## config.mk

```make
export PLATFORM = sky130hd
export DESIGN_NAME = overstrike_underline_filter
export DESIGN_NICKNAME = d
export VERILOG_FILES = /design/src/hdl/ouf_pkg.sv /design/src/hdl/ouf_front.sv /design/src/hdl/ouf_queue.sv /design/src/hdl/ouf_back.sv /design/src/hdl/overstrike_underline_filter.sv
export VERILOG_INCLUDE_DIRS = /design/src /design/src/hdl
export SDC_FILE = /design/constraint.sdc
export NUM_CORES = 1
export LEC_CHECK = 0
export BUFFER_PORTS_ARGS = -buffer_cell sky130_fd_sc_hd__buf_2
export CORE_MARGIN = 5
export CORE_UTILIZATION = 56
export DETAILED_ROUTE_END_ITERATION = 12
export HOLD_SLACK_MARGIN = 0.03
export PLACE_DENSITY_LB_ADDON = 0.15
export SLEW_MARGIN = 30
export SYNTH_ARGS = -nofsm -noshare
export SYNTH_HDL_FRONTEND = slang
export SYNTH_SLANG_ARGS = --single-unit
```

## constraint.sdc

```tcl
create_clock -name clk -period 2.7 [get_ports clk]
set_clock_uncertainty 0.05 [all_clocks]
set_input_delay 0 -clock clk [delete_from_list [all_inputs] [get_ports clk]]
set_output_delay 0 -clock clk [all_outputs]
set_load 0.01 [all_outputs]
```

## src/hdl/assert_macros.svh

```systemverilog
// assertion macros shared by the filter rtl
// expects a clock named clk and an active high reset named rst in scope
`ifndef ASSERT_MACROS_SVH
`define ASSERT_MACROS_SVH

// property that must hold at every clock edge outside reset
`define ASSERT_CLK(label, prop, msg) \
  label: assert property (@(posedge clk) disable iff (rst) prop) else $error(msg);

// expression that must never be true outside reset
`define ASSERT_NEVER(label, expr, msg) \
  `ASSERT_CLK(label, !(expr), msg)

`endif

```

## src/hdl/ouf_pkg.sv

```systemverilog
// shared types and constants for the overstrike underline filter
// no dependencies
package ouf_pkg;

  localparam int LINE_MAX_DEF    = 60;
  localparam int QUEUE_DEPTH_DEF = 4;

  localparam logic [7:0] CH_BS   = 8'd8;
  localparam logic [7:0] CH_NL   = 8'd10;
  localparam logic [7:0] CH_SP   = 8'd32;
  localparam logic [7:0] CH_DASH = 8'd45;
  localparam logic [7:0] CH_US   = 8'd95;

  localparam logic [1:0] MODE_STRIP = 2'd0;
  localparam logic [1:0] MODE_DASH  = 2'd1;
  localparam logic [1:0] MODE_KEEP  = 2'd2;

  typedef enum logic [2:0] {
    OP_CHAR,
    OP_CHAR_LINE,
    OP_LINE,
    OP_PAIR,
    OP_DASH
  } op_t;

  typedef struct packed {
    op_t        op;
    logic [7:0] data;
  } cmd_t;

  typedef struct packed {
    logic empty;
    logic full;
  } q_status_t;

  typedef enum logic [2:0] {
    S_IDLE,
    S_CHAR,
    S_NL1,
    S_ROW,
    S_NL2,
    S_PAIR_US,
    S_PAIR_BS
  } back_state_t;

endpackage

```

## src/hdl/ouf_front.sv

```systemverilog
// front end: accepts input items, holds the pending character, issues commands
// depends on ouf_pkg
module ouf_front (
  input  logic               clk,
  input  logic               rst,
  input  logic [1:0]         mode,
  input  logic               s_axis_tvalid,
  output logic               s_axis_tready,
  input  logic [7:0]         s_axis_tdata,  // in_byte
  input  logic               s_axis_tlast,  // end_of_input
  input  ouf_pkg::q_status_t q_status,
  output logic               push,
  output ouf_pkg::cmd_t      push_cmd
);
  import ouf_pkg::*;

  logic [7:0] pending;
  logic [7:0] pending_next;
  logic       accept;

  assign s_axis_tready = !q_status.full;
  assign accept        = s_axis_tvalid && s_axis_tready;

  always_comb begin
    push         = 1'b0;
    push_cmd.op  = OP_CHAR;
    push_cmd.data = pending;
    pending_next = pending;
    if (accept) begin
      priority if (s_axis_tlast) begin
        if (pending != 8'd0) begin
          push        = 1'b1;
          push_cmd.op = OP_CHAR_LINE;
        end
        pending_next = 8'd0;
      end else if (s_axis_tdata == CH_NL) begin
        push         = 1'b1;
        push_cmd.op  = (pending != 8'd0) ? OP_CHAR_LINE : OP_LINE;
        pending_next = 8'd0;
      end else if (s_axis_tdata == CH_BS) begin
        if (pending == CH_US) begin
          if (mode == MODE_KEEP) begin
            push        = 1'b1;
            push_cmd.op = OP_PAIR;
          end else if (mode == MODE_DASH) begin
            push        = 1'b1;
            push_cmd.op = OP_DASH;
          end
        end
        pending_next = 8'd0;
      end else begin
        if (pending != 8'd0) begin
          push        = 1'b1;
          push_cmd.op = OP_CHAR;
        end
        pending_next = s_axis_tdata;
      end
    end
  end

  always_ff @(posedge clk) begin
    if (rst) begin
      pending <= 8'd0;
    end else begin
      pending <= pending_next;
    end
  end

endmodule

```

## src/hdl/ouf_queue.sv

```systemverilog
// small command queue between front and back ends
// depends on ouf_pkg
module ouf_queue #(
  parameter int DEPTH = ouf_pkg::QUEUE_DEPTH_DEF
) (
  input  logic               clk,
  input  logic               rst,
  input  logic               push,
  input  ouf_pkg::cmd_t      push_cmd,
  input  logic               pop,
  output ouf_pkg::cmd_t      pop_cmd,
  output ouf_pkg::q_status_t status
);
  import ouf_pkg::*;

  localparam int PTR_W = (DEPTH > 1) ? $clog2(DEPTH) : 1;
  localparam int CNT_W = $clog2(DEPTH + 1);

  cmd_t             entries [DEPTH];
  logic [PTR_W-1:0] wr_ptr;
  logic [PTR_W-1:0] rd_ptr;
  logic [CNT_W-1:0] count;

  assign pop_cmd      = entries[rd_ptr];
  assign status.empty = (count == CNT_W'(0));
  assign status.full  = (count == CNT_W'(DEPTH));

  always_ff @(posedge clk) begin
    if (push) begin
      entries[wr_ptr] <= push_cmd;
    end
  end

  always_ff @(posedge clk) begin
    if (rst) begin
      wr_ptr <= '0;
      rd_ptr <= '0;
      count  <= '0;
    end else begin
      if (push) begin
        wr_ptr <= (wr_ptr == PTR_W'(DEPTH - 1)) ? '0 : wr_ptr + PTR_W'(1);
      end
      if (pop) begin
        rd_ptr <= (rd_ptr == PTR_W'(DEPTH - 1)) ? '0 : rd_ptr + PTR_W'(1);
      end
      unique case ({push, pop})
        2'b10:   count <= count + CNT_W'(1);
        2'b01:   count <= count - CNT_W'(1);
        default: count <= count;
      endcase
    end
  end

endmodule

```

## src/hdl/ouf_back.sv

```systemverilog
// back end: runs commands, keeps the mark row, drives the output register
// depends on ouf_pkg
module ouf_back #(
  parameter int LINE_MAX = ouf_pkg::LINE_MAX_DEF
) (
  input  logic               clk,
  input  logic               rst,
  input  logic [1:0]         mode,
  input  ouf_pkg::q_status_t q_status,
  input  ouf_pkg::cmd_t      pop_cmd,
  output logic               pop,
  output logic               m_axis_tvalid,
  input  logic               m_axis_tready,
  output logic [7:0]         m_axis_tdata,  // out_byte
  output logic               m_axis_tlast,  // last
  output logic               m_axis_tuser   // line_overflow
);
  import ouf_pkg::*;

  localparam int MARK_W = $clog2(LINE_MAX + 1);
  localparam int IDX_W  = $clog2(LINE_MAX);

  back_state_t       state, state_next;
  op_t               cur_op;
  logic [7:0]        cur_byte;
  logic              dash_next, dash_next_next;
  logic              overflowed, overflowed_next;
  logic [MARK_W-1:0] mark_count, mark_count_next;
  logic [MARK_W-1:0] mark_len, mark_len_next;
  logic [MARK_W-1:0] last_idx;
  logic [IDX_W-1:0]  k, k_next;
  logic              mark_mem [LINE_MAX];
  logic              rd_mark;
  logic              mem_we;
  logic              out_free;
  logic              emit;
  logic [7:0]        emit_byte;
  logic              emit_last;
  logic              emit_ovf;

  assign out_free = !m_axis_tvalid || m_axis_tready;
  assign last_idx = mark_len - MARK_W'(1);

  always_comb begin
    state_next      = state;
    dash_next_next  = dash_next;
    overflowed_next = overflowed;
    mark_count_next = mark_count;
    mark_len_next   = mark_len;
    k_next          = k;
    mem_we          = 1'b0;
    pop             = 1'b0;
    emit            = 1'b0;
    emit_byte       = CH_NL;
    emit_last       = 1'b0;
    emit_ovf        = overflowed;
    unique case (state)
      S_IDLE: begin
        if (!q_status.empty) begin
          pop = 1'b1;
          unique case (pop_cmd.op)
            OP_CHAR, OP_CHAR_LINE: state_next = S_CHAR;
            OP_LINE:               state_next = S_NL1;
            OP_PAIR:               state_next = S_PAIR_US;
            OP_DASH:               dash_next_next = 1'b1;
            default:               state_next = S_IDLE;
          endcase
        end
      end
      S_CHAR: begin
        if (out_free) begin
          if (mode == MODE_DASH) begin
            if (mark_count >= MARK_W'(LINE_MAX)) begin
              overflowed_next = 1'b1;
            end else begin
              mem_we          = 1'b1;
              mark_count_next = mark_count + MARK_W'(1);
              if (dash_next) begin
                mark_len_next = mark_count + MARK_W'(1);
              end
            end
            dash_next_next = 1'b0;
          end
          emit       = 1'b1;
          emit_byte  = cur_byte;
          emit_last  = (cur_op == OP_CHAR);
          emit_ovf   = overflowed_next;
          state_next = (cur_op == OP_CHAR_LINE) ? S_NL1 : S_IDLE;
        end
      end
      S_NL1: begin
        if (out_free) begin
          emit      = 1'b1;
          emit_byte = CH_NL;
          emit_last = (mark_len == MARK_W'(0));
          k_next    = '0;
          if (mark_len == MARK_W'(0)) begin
            dash_next_next  = 1'b0;
            overflowed_next = 1'b0;
            mark_count_next = '0;
            state_next      = S_IDLE;
          end else begin
            state_next = S_ROW;
          end
        end
      end
      S_ROW: begin
        if (out_free) begin
          emit      = 1'b1;
          emit_byte = rd_mark ? CH_DASH : CH_SP;
          if (k == last_idx[IDX_W-1:0]) begin
            state_next = S_NL2;
          end else begin
            k_next = k + IDX_W'(1);
          end
        end
      end
      S_NL2: begin
        if (out_free) begin
          emit            = 1'b1;
          emit_byte       = CH_NL;
          emit_last       = 1'b1;
          dash_next_next  = 1'b0;
          overflowed_next = 1'b0;
          mark_count_next = '0;
          mark_len_next   = '0;
          state_next      = S_IDLE;
        end
      end
      S_PAIR_US: begin
        if (out_free) begin
          emit       = 1'b1;
          emit_byte  = CH_US;
          state_next = S_PAIR_BS;
        end
      end
      S_PAIR_BS: begin
        if (out_free) begin
          emit       = 1'b1;
          emit_byte  = CH_BS;
          emit_last  = 1'b1;
          state_next = S_IDLE;
        end
      end
      default: state_next = S_IDLE;
    endcase
  end

  always_ff @(posedge clk) begin
    if (rst) begin
      state      <= S_IDLE;
      dash_next  <= 1'b0;
      overflowed <= 1'b0;
      mark_count <= '0;
      mark_len   <= '0;
      k          <= '0;
    end else begin
      state      <= state_next;
      dash_next  <= dash_next_next;
      overflowed <= overflowed_next;
      mark_count <= mark_count_next;
      mark_len   <= mark_len_next;
      k          <= k_next;
    end
  end

  always_ff @(posedge clk) begin
    if (pop) begin
      cur_op   <= pop_cmd.op;
      cur_byte <= pop_cmd.data;
    end
  end

  // mark row memory, registered read at the next replay index
  always_ff @(posedge clk) begin
    if (mem_we) begin
      mark_mem[mark_count[IDX_W-1:0]] <= dash_next;
    end
    rd_mark <= mark_mem[k_next];
  end

  always_ff @(posedge clk) begin
    if (rst) begin
      m_axis_tvalid <= 1'b0;
      m_axis_tdata  <= CH_NL;
      m_axis_tlast  <= 1'b0;
      m_axis_tuser  <= 1'b0;
    end else begin
      if (emit) begin
        m_axis_tvalid <= 1'b1;
        m_axis_tdata  <= emit_byte;
        m_axis_tlast  <= emit_last;
        m_axis_tuser  <= emit_ovf;
      end else if (m_axis_tready) begin
        m_axis_tvalid <= 1'b0;
      end
    end
  end

endmodule

```

## src/hdl/overstrike_underline_filter.sv

```systemverilog
// top level of the overstrike underline filter: mode register, front, queue, back
// depends on ouf_pkg, ouf_front, ouf_queue, ouf_back and assert_macros.svh
//
//   channel   direction  tdata          tlast          tuser
//   s_axis    in         in_byte        end_of_input   -
//   m_axis    out        out_byte       last           line_overflow
//   cfg       in         mode (cfg_we, cfg_wdata)
//
// the front takes one item per cycle while the command queue has room
// the back pops a command while idle, then emits its output items while the
// output register is free: a plain byte gives the byte, a newline gives a newline
// and, when the trimmed mark row is not empty, that row and a second newline
// mark row is a dual port memory read one entry per cycle; no clearing pass
// reset clears mode to dash, pending character, queue, line state and output
// output stalls stop only the back; the front runs until the queue fills
`include "assert_macros.svh"

module overstrike_underline_filter #(
  parameter int LINE_MAX    = ouf_pkg::LINE_MAX_DEF,
  parameter int QUEUE_DEPTH = ouf_pkg::QUEUE_DEPTH_DEF
) (
  input  logic       clk,
  input  logic       rst,
  input  logic       cfg_we,
  input  logic [1:0] cfg_wdata,      // mode
  input  logic       s_axis_tvalid,
  output logic       s_axis_tready,
  input  logic [7:0] s_axis_tdata,   // in_byte
  input  logic       s_axis_tlast,   // end_of_input
  output logic       m_axis_tvalid,
  input  logic       m_axis_tready,
  output logic [7:0] m_axis_tdata,   // out_byte
  output logic       m_axis_tlast,   // last
  output logic       m_axis_tuser    // line_overflow
);
  import ouf_pkg::*;

  logic      [1:0] mode;
  logic            push;
  logic            pop;
  cmd_t            push_cmd;
  cmd_t            pop_cmd;
  q_status_t       q_status;

  always_ff @(posedge clk) begin
    if (rst) begin
      mode <= MODE_DASH;
    end else if (cfg_we) begin
      mode <= cfg_wdata;
    end
  end

  ouf_front u_front (
    .clk           (clk),
    .rst           (rst),
    .mode          (mode),
    .s_axis_tvalid (s_axis_tvalid),
    .s_axis_tready (s_axis_tready),
    .s_axis_tdata  (s_axis_tdata),
    .s_axis_tlast  (s_axis_tlast),
    .q_status      (q_status),
    .push          (push),
    .push_cmd      (push_cmd)
  );

  ouf_queue #(
    .DEPTH (QUEUE_DEPTH)
  ) u_queue (
    .clk      (clk),
    .rst      (rst),
    .push     (push),
    .push_cmd (push_cmd),
    .pop      (pop),
    .pop_cmd  (pop_cmd),
    .status   (q_status)
  );

  ouf_back #(
    .LINE_MAX (LINE_MAX)
  ) u_back (
    .clk           (clk),
    .rst           (rst),
    .mode          (mode),
    .q_status      (q_status),
    .pop_cmd       (pop_cmd),
    .pop           (pop),
    .m_axis_tvalid (m_axis_tvalid),
    .m_axis_tready (m_axis_tready),
    .m_axis_tdata  (m_axis_tdata),
    .m_axis_tlast  (m_axis_tlast),
    .m_axis_tuser  (m_axis_tuser)
  );

  `ASSERT_NEVER(a_push_when_full, push && q_status.full, "command pushed into full queue")
  `ASSERT_NEVER(a_pop_when_empty, pop && q_status.empty, "command popped from empty queue")
  `ASSERT_CLK(a_ovf_clears_after_nl, $fell(m_axis_tuser) |-> $past(m_axis_tdata) == CH_NL,
              "overflow flag cleared before newline")

endmodule
```

==> results.toml <==
[flow_run]
drv_cap = 0

[sta]
slew_headroom_pct = 58.6
worstMarginPinSlew_ns = 0.617
fin_worst_hold_slack_ns = 0.0467
period_minus_slack_ns = 3.05
drv_slew = 0
fmax_mhz = 327
fin_ws_ns = -0.354
rsz0062_at_grt = "yes"
timing.final.crit_share_pct = 113
setup_viol = 1
hold_viol_final = 0

[power_and_ir_drop]
ir_drop_mv = 0.485
leakage_uw = 0.00381
power.density_mw_per_mm2 = 812

[place]
post-place-ws_ns = -0.519
dpl_cell_area_mm2 = 0.00893
gp_congestion = 0.942
dpl.cell_count = 988
port_buffers = 27
place_hpwl_mm = 14.4

[synth]
synthesis.area_mm2 = 0.00808
synthTopCellsByArea = "edfxtp_1 43%, dfxtp_1 13%, nor2_1 5.6%"
synth.distinct_cells = 75
syn_inst = 735
synth_edf_count = 115
async_flop_share_pct = 0
synth.avg_cell_area_um2 = 11.0
yosysTopAreaCell = "edfxtp_1"
synth_nets = 764
yosys_warnings = 0
synth-seq-cells = 169
yosysTopAreaCellShare_pct = 42.8
ys_seq_area_share_pct = 56.2
ys.flop_type = "edfxtp_1"

[clock_network]
cts_buffers = 17
cts_buffer_depth = 2
clkTransAtPathRegs_ns = 0.07
cts-root-buf = "clkbuf_16"
cts_tree = "done"
clk_latency_ns = 0.43
cts.sinks = 169
htree_levels = 4

[worst_hold_path]
min_path_cells = 4
hold_path.class = "primary input to register"
hold_end = "u_back.m_axis_tvalid"
holdCritStartpoint = "m_axis_tready"

[floorplan]
std_cell_rows = 43
initial_core_util_pct = 57.7
core_mm2 = 0.0140
ios = 28
dieWidth_um = 130
die_h_um = 130
die_area_mm2 = 0.0169

[route]
wl_per_cell_um = 20.2
vias = 6593
drt-vias-per-instance = 6.18
detail-route-antenna-nets = 0
drt_iter0_markers = 773
wl_mm = 21.6
drtPass1Iterations = 5
drc = 0

[final_layout]
antenna_cells = 0
drive_gt1_share_pct = 29.4
fin_util_pct = 74.1
final_nets = 903
stdcell_count = 1067
synthToLayoutAreaGrowth_pct = 28.4
fin_area_mm2 = 0.0104

[critical_path]
crit_required_ns = 2.99
path_common_cell = "buf_4"
r2r_start = "u_back.mark_len[0]"
crit_fanout = 6
r2r_cells = 14
cp_slowest_cell = "or3b_4"
critPathLaunchType = "register"
worstSetupEndpointType = "register"
path_cells = "inv_4 > ha_4 > or3b_4 > nor2b_4 > a22oi_2 > buf_4 > nor3_4 > buf_4 > buf_6 > o31a_1 > a211oi_2 > o311ai_4 > nor4_2 > nor4_1"
reg2reg_to = "u_back.rd_mark"
r2r_setup_slack_ns = -0.35
slowest_delay_ns = 0.41
critical_path_class = "register to register"
critPathArrivalTime_ns = 3.34

[outcome]
violations = "setup timing"
status = "finished with violations"

[global_route]
antenna_found_initial = 0
grt_max_degree = 62
grt_pass1_vias = 6496
overflow = 0
grt_pass1_wl_mm = 34.5
grt_use_total_pct = 26.6
## through the flow
step                      total power [uW]  TNS [ns]
final                                 8420    -0.354
after global routing                  8830    -0.435
after floorplan                       4880   -0.0386
after global placement                5590    -0.418
after CTS                             8370    -0.202
after detailed placement              5660    -0.629
## registers in the layout (all words and copies together), names as in the netlist, named ones only
register / cells
u_back.dash_next: 1
u_back.mark_mem: 60
u_queue.rd_ptr: 2
u_front.pending: 8
u_back.m_axis_tlast: 1
u_back.m_axis_tuser: 1
u_back.cur_op: 3
u_queue.entries: 44
u_back.rd_mark: 1
u_back.m_axis_tdata: 8
u_back.m_axis_tvalid: 1
u_back.state: 3
u_back.cur_byte: 8
u_queue.count: 3
u_back.overflowed: 1
u_back.mark_count: 6
u_queue.wr_ptr: 2
mode: 2
u_back.k: 6
u_back.mark_len: 6
## repair_timing
item | 4_1_cts | 5_1_grt
setup endpoints to repair | 3 | 10
cloned | 1 | 0
hold buffers | 22 | 0
buffers inserted | 23 | 2
hold endpoints to repair | 28 | 0
gates resized for setup | 65 | 18
pin swaps | 31 | 10
## cell type report
| type | count | area [um^2] |
|---|---|---|
| tap | 180 | 225 |
| clock inverter | 15 | 189 |
| sequential | 169 | 4550 |
| inverter | 18 | 72.6 |
| clock buffer | 17 | 425 |
| timing repair buffer | 159 | 1210 |
| fill | 945 | 3620 |
| multi-input combinational | 509 | 3700 |
## layer usage
| metal | global-route usage, % | wire length (um) | vias to the layer above |
|---|---|---|---|
| met2 | 43.1 | 10400 | 294 |
| li1 | - | - | 3023 |
| met5 | 0 | 0 | - |
| met4 | 10.4 | 709 | 0 |
| met1 | 35.8 | 9060 | 3215 |
| met3 | 5.03 | 1420 | 61 |
## logic make-up after synthesis
family          Yosys count  synth area share (%)
xor+xnor                 14                  1.52
flops                   169                  56.2
compound gates          158                  13.7
simple gates            289                  17.5
mux                      34                  5.95
buf+inv                  58                  3.10
fa+ha+maj                13                  2.11
## cells in the mapped netlist (3+ instances only)
cell	instances
nor2_1	121
inv_1	17
mux2i_1	21
xor2_1	7
o22ai_1	3
o31ai_1	5
and4_1	3
nor3b_1	9
ha_1	12
a31oi_1	9
xnor2_1	7
o21ai_0	15
buf_1	7
mux4_2	11
or4_1	3
nor3_1	19
a32o_1	4
and2_1	8
a211oi_1	26
buf_2	8
o211ai_1	5
edfxtp_1	115
a21oi_1	47
nand2_1	51
nor2b_1	7
o31a_1	11
nor4_1	7
nand3b_1	3
buf_6	3
nand4_1	6
nand3_1	19
clkbuf_1	22
and3_1	7
nand2b_1	9
or3_1	4
dfxtp_1	54
## placed cells by master, fill, tap and decap left out, drive strengths merged, types with 11 or more instances in the layout
master,count
buf,137
mux4,11
dlygate4sd3,22
mux2i,21
a211oi,26
a21oi,48
o31a,11
nor2,121
nor3,22
o21ai,17
edfxtp,115
inv,24
ha,12
dfxtp,54
nand3,22
clkbuf,17
nand2,51
## critical path: cells and delay by family (launching register included)
| family | cells | cell delay, ns |
|---|---|---|
| buffers and inverters | 4 | 0.50 |
| flip-flops | 1 | 0.37 |
| AO/OA/AOI/OAI | 4 | 0.68 |
| adder cells (fa/ha/maj) | 1 | 0.16 |
| AND/OR/NAND/NOR | 5 | 1.20 |
## power breakdown
group          internal [uW]  switching, uW  leakage [uW]  total [uW]
clock                   1480           1070      0.000302        2550
combinational           1020           1440       0.00199        2460
sequential              3220            190       0.00151        3410
## how the worst max path moves through the flow
stage / startpoint / to / slack (ns) / depth (start not counted)
final: u_back.mark_len[0] / u_back.rd_mark / -0.35 / 14
after floorplan: u_back.mark_len[1] / u_back.rd_mark / -0.04 / 12
after CTS: u_back.mark_len[0] / u_back.rd_mark / -0.20 / 12
after global routing: u_back.mark_len[0] / u_back.rd_mark / -0.43 / 12
after global placement: u_back.mark_len[1] / u_back.rd_mark / -0.42 / 11
after detailed placement: u_back.mark_len[1] / u_back.rd_mark / -0.52 / 11
Power figures use the tool's default switching activity.
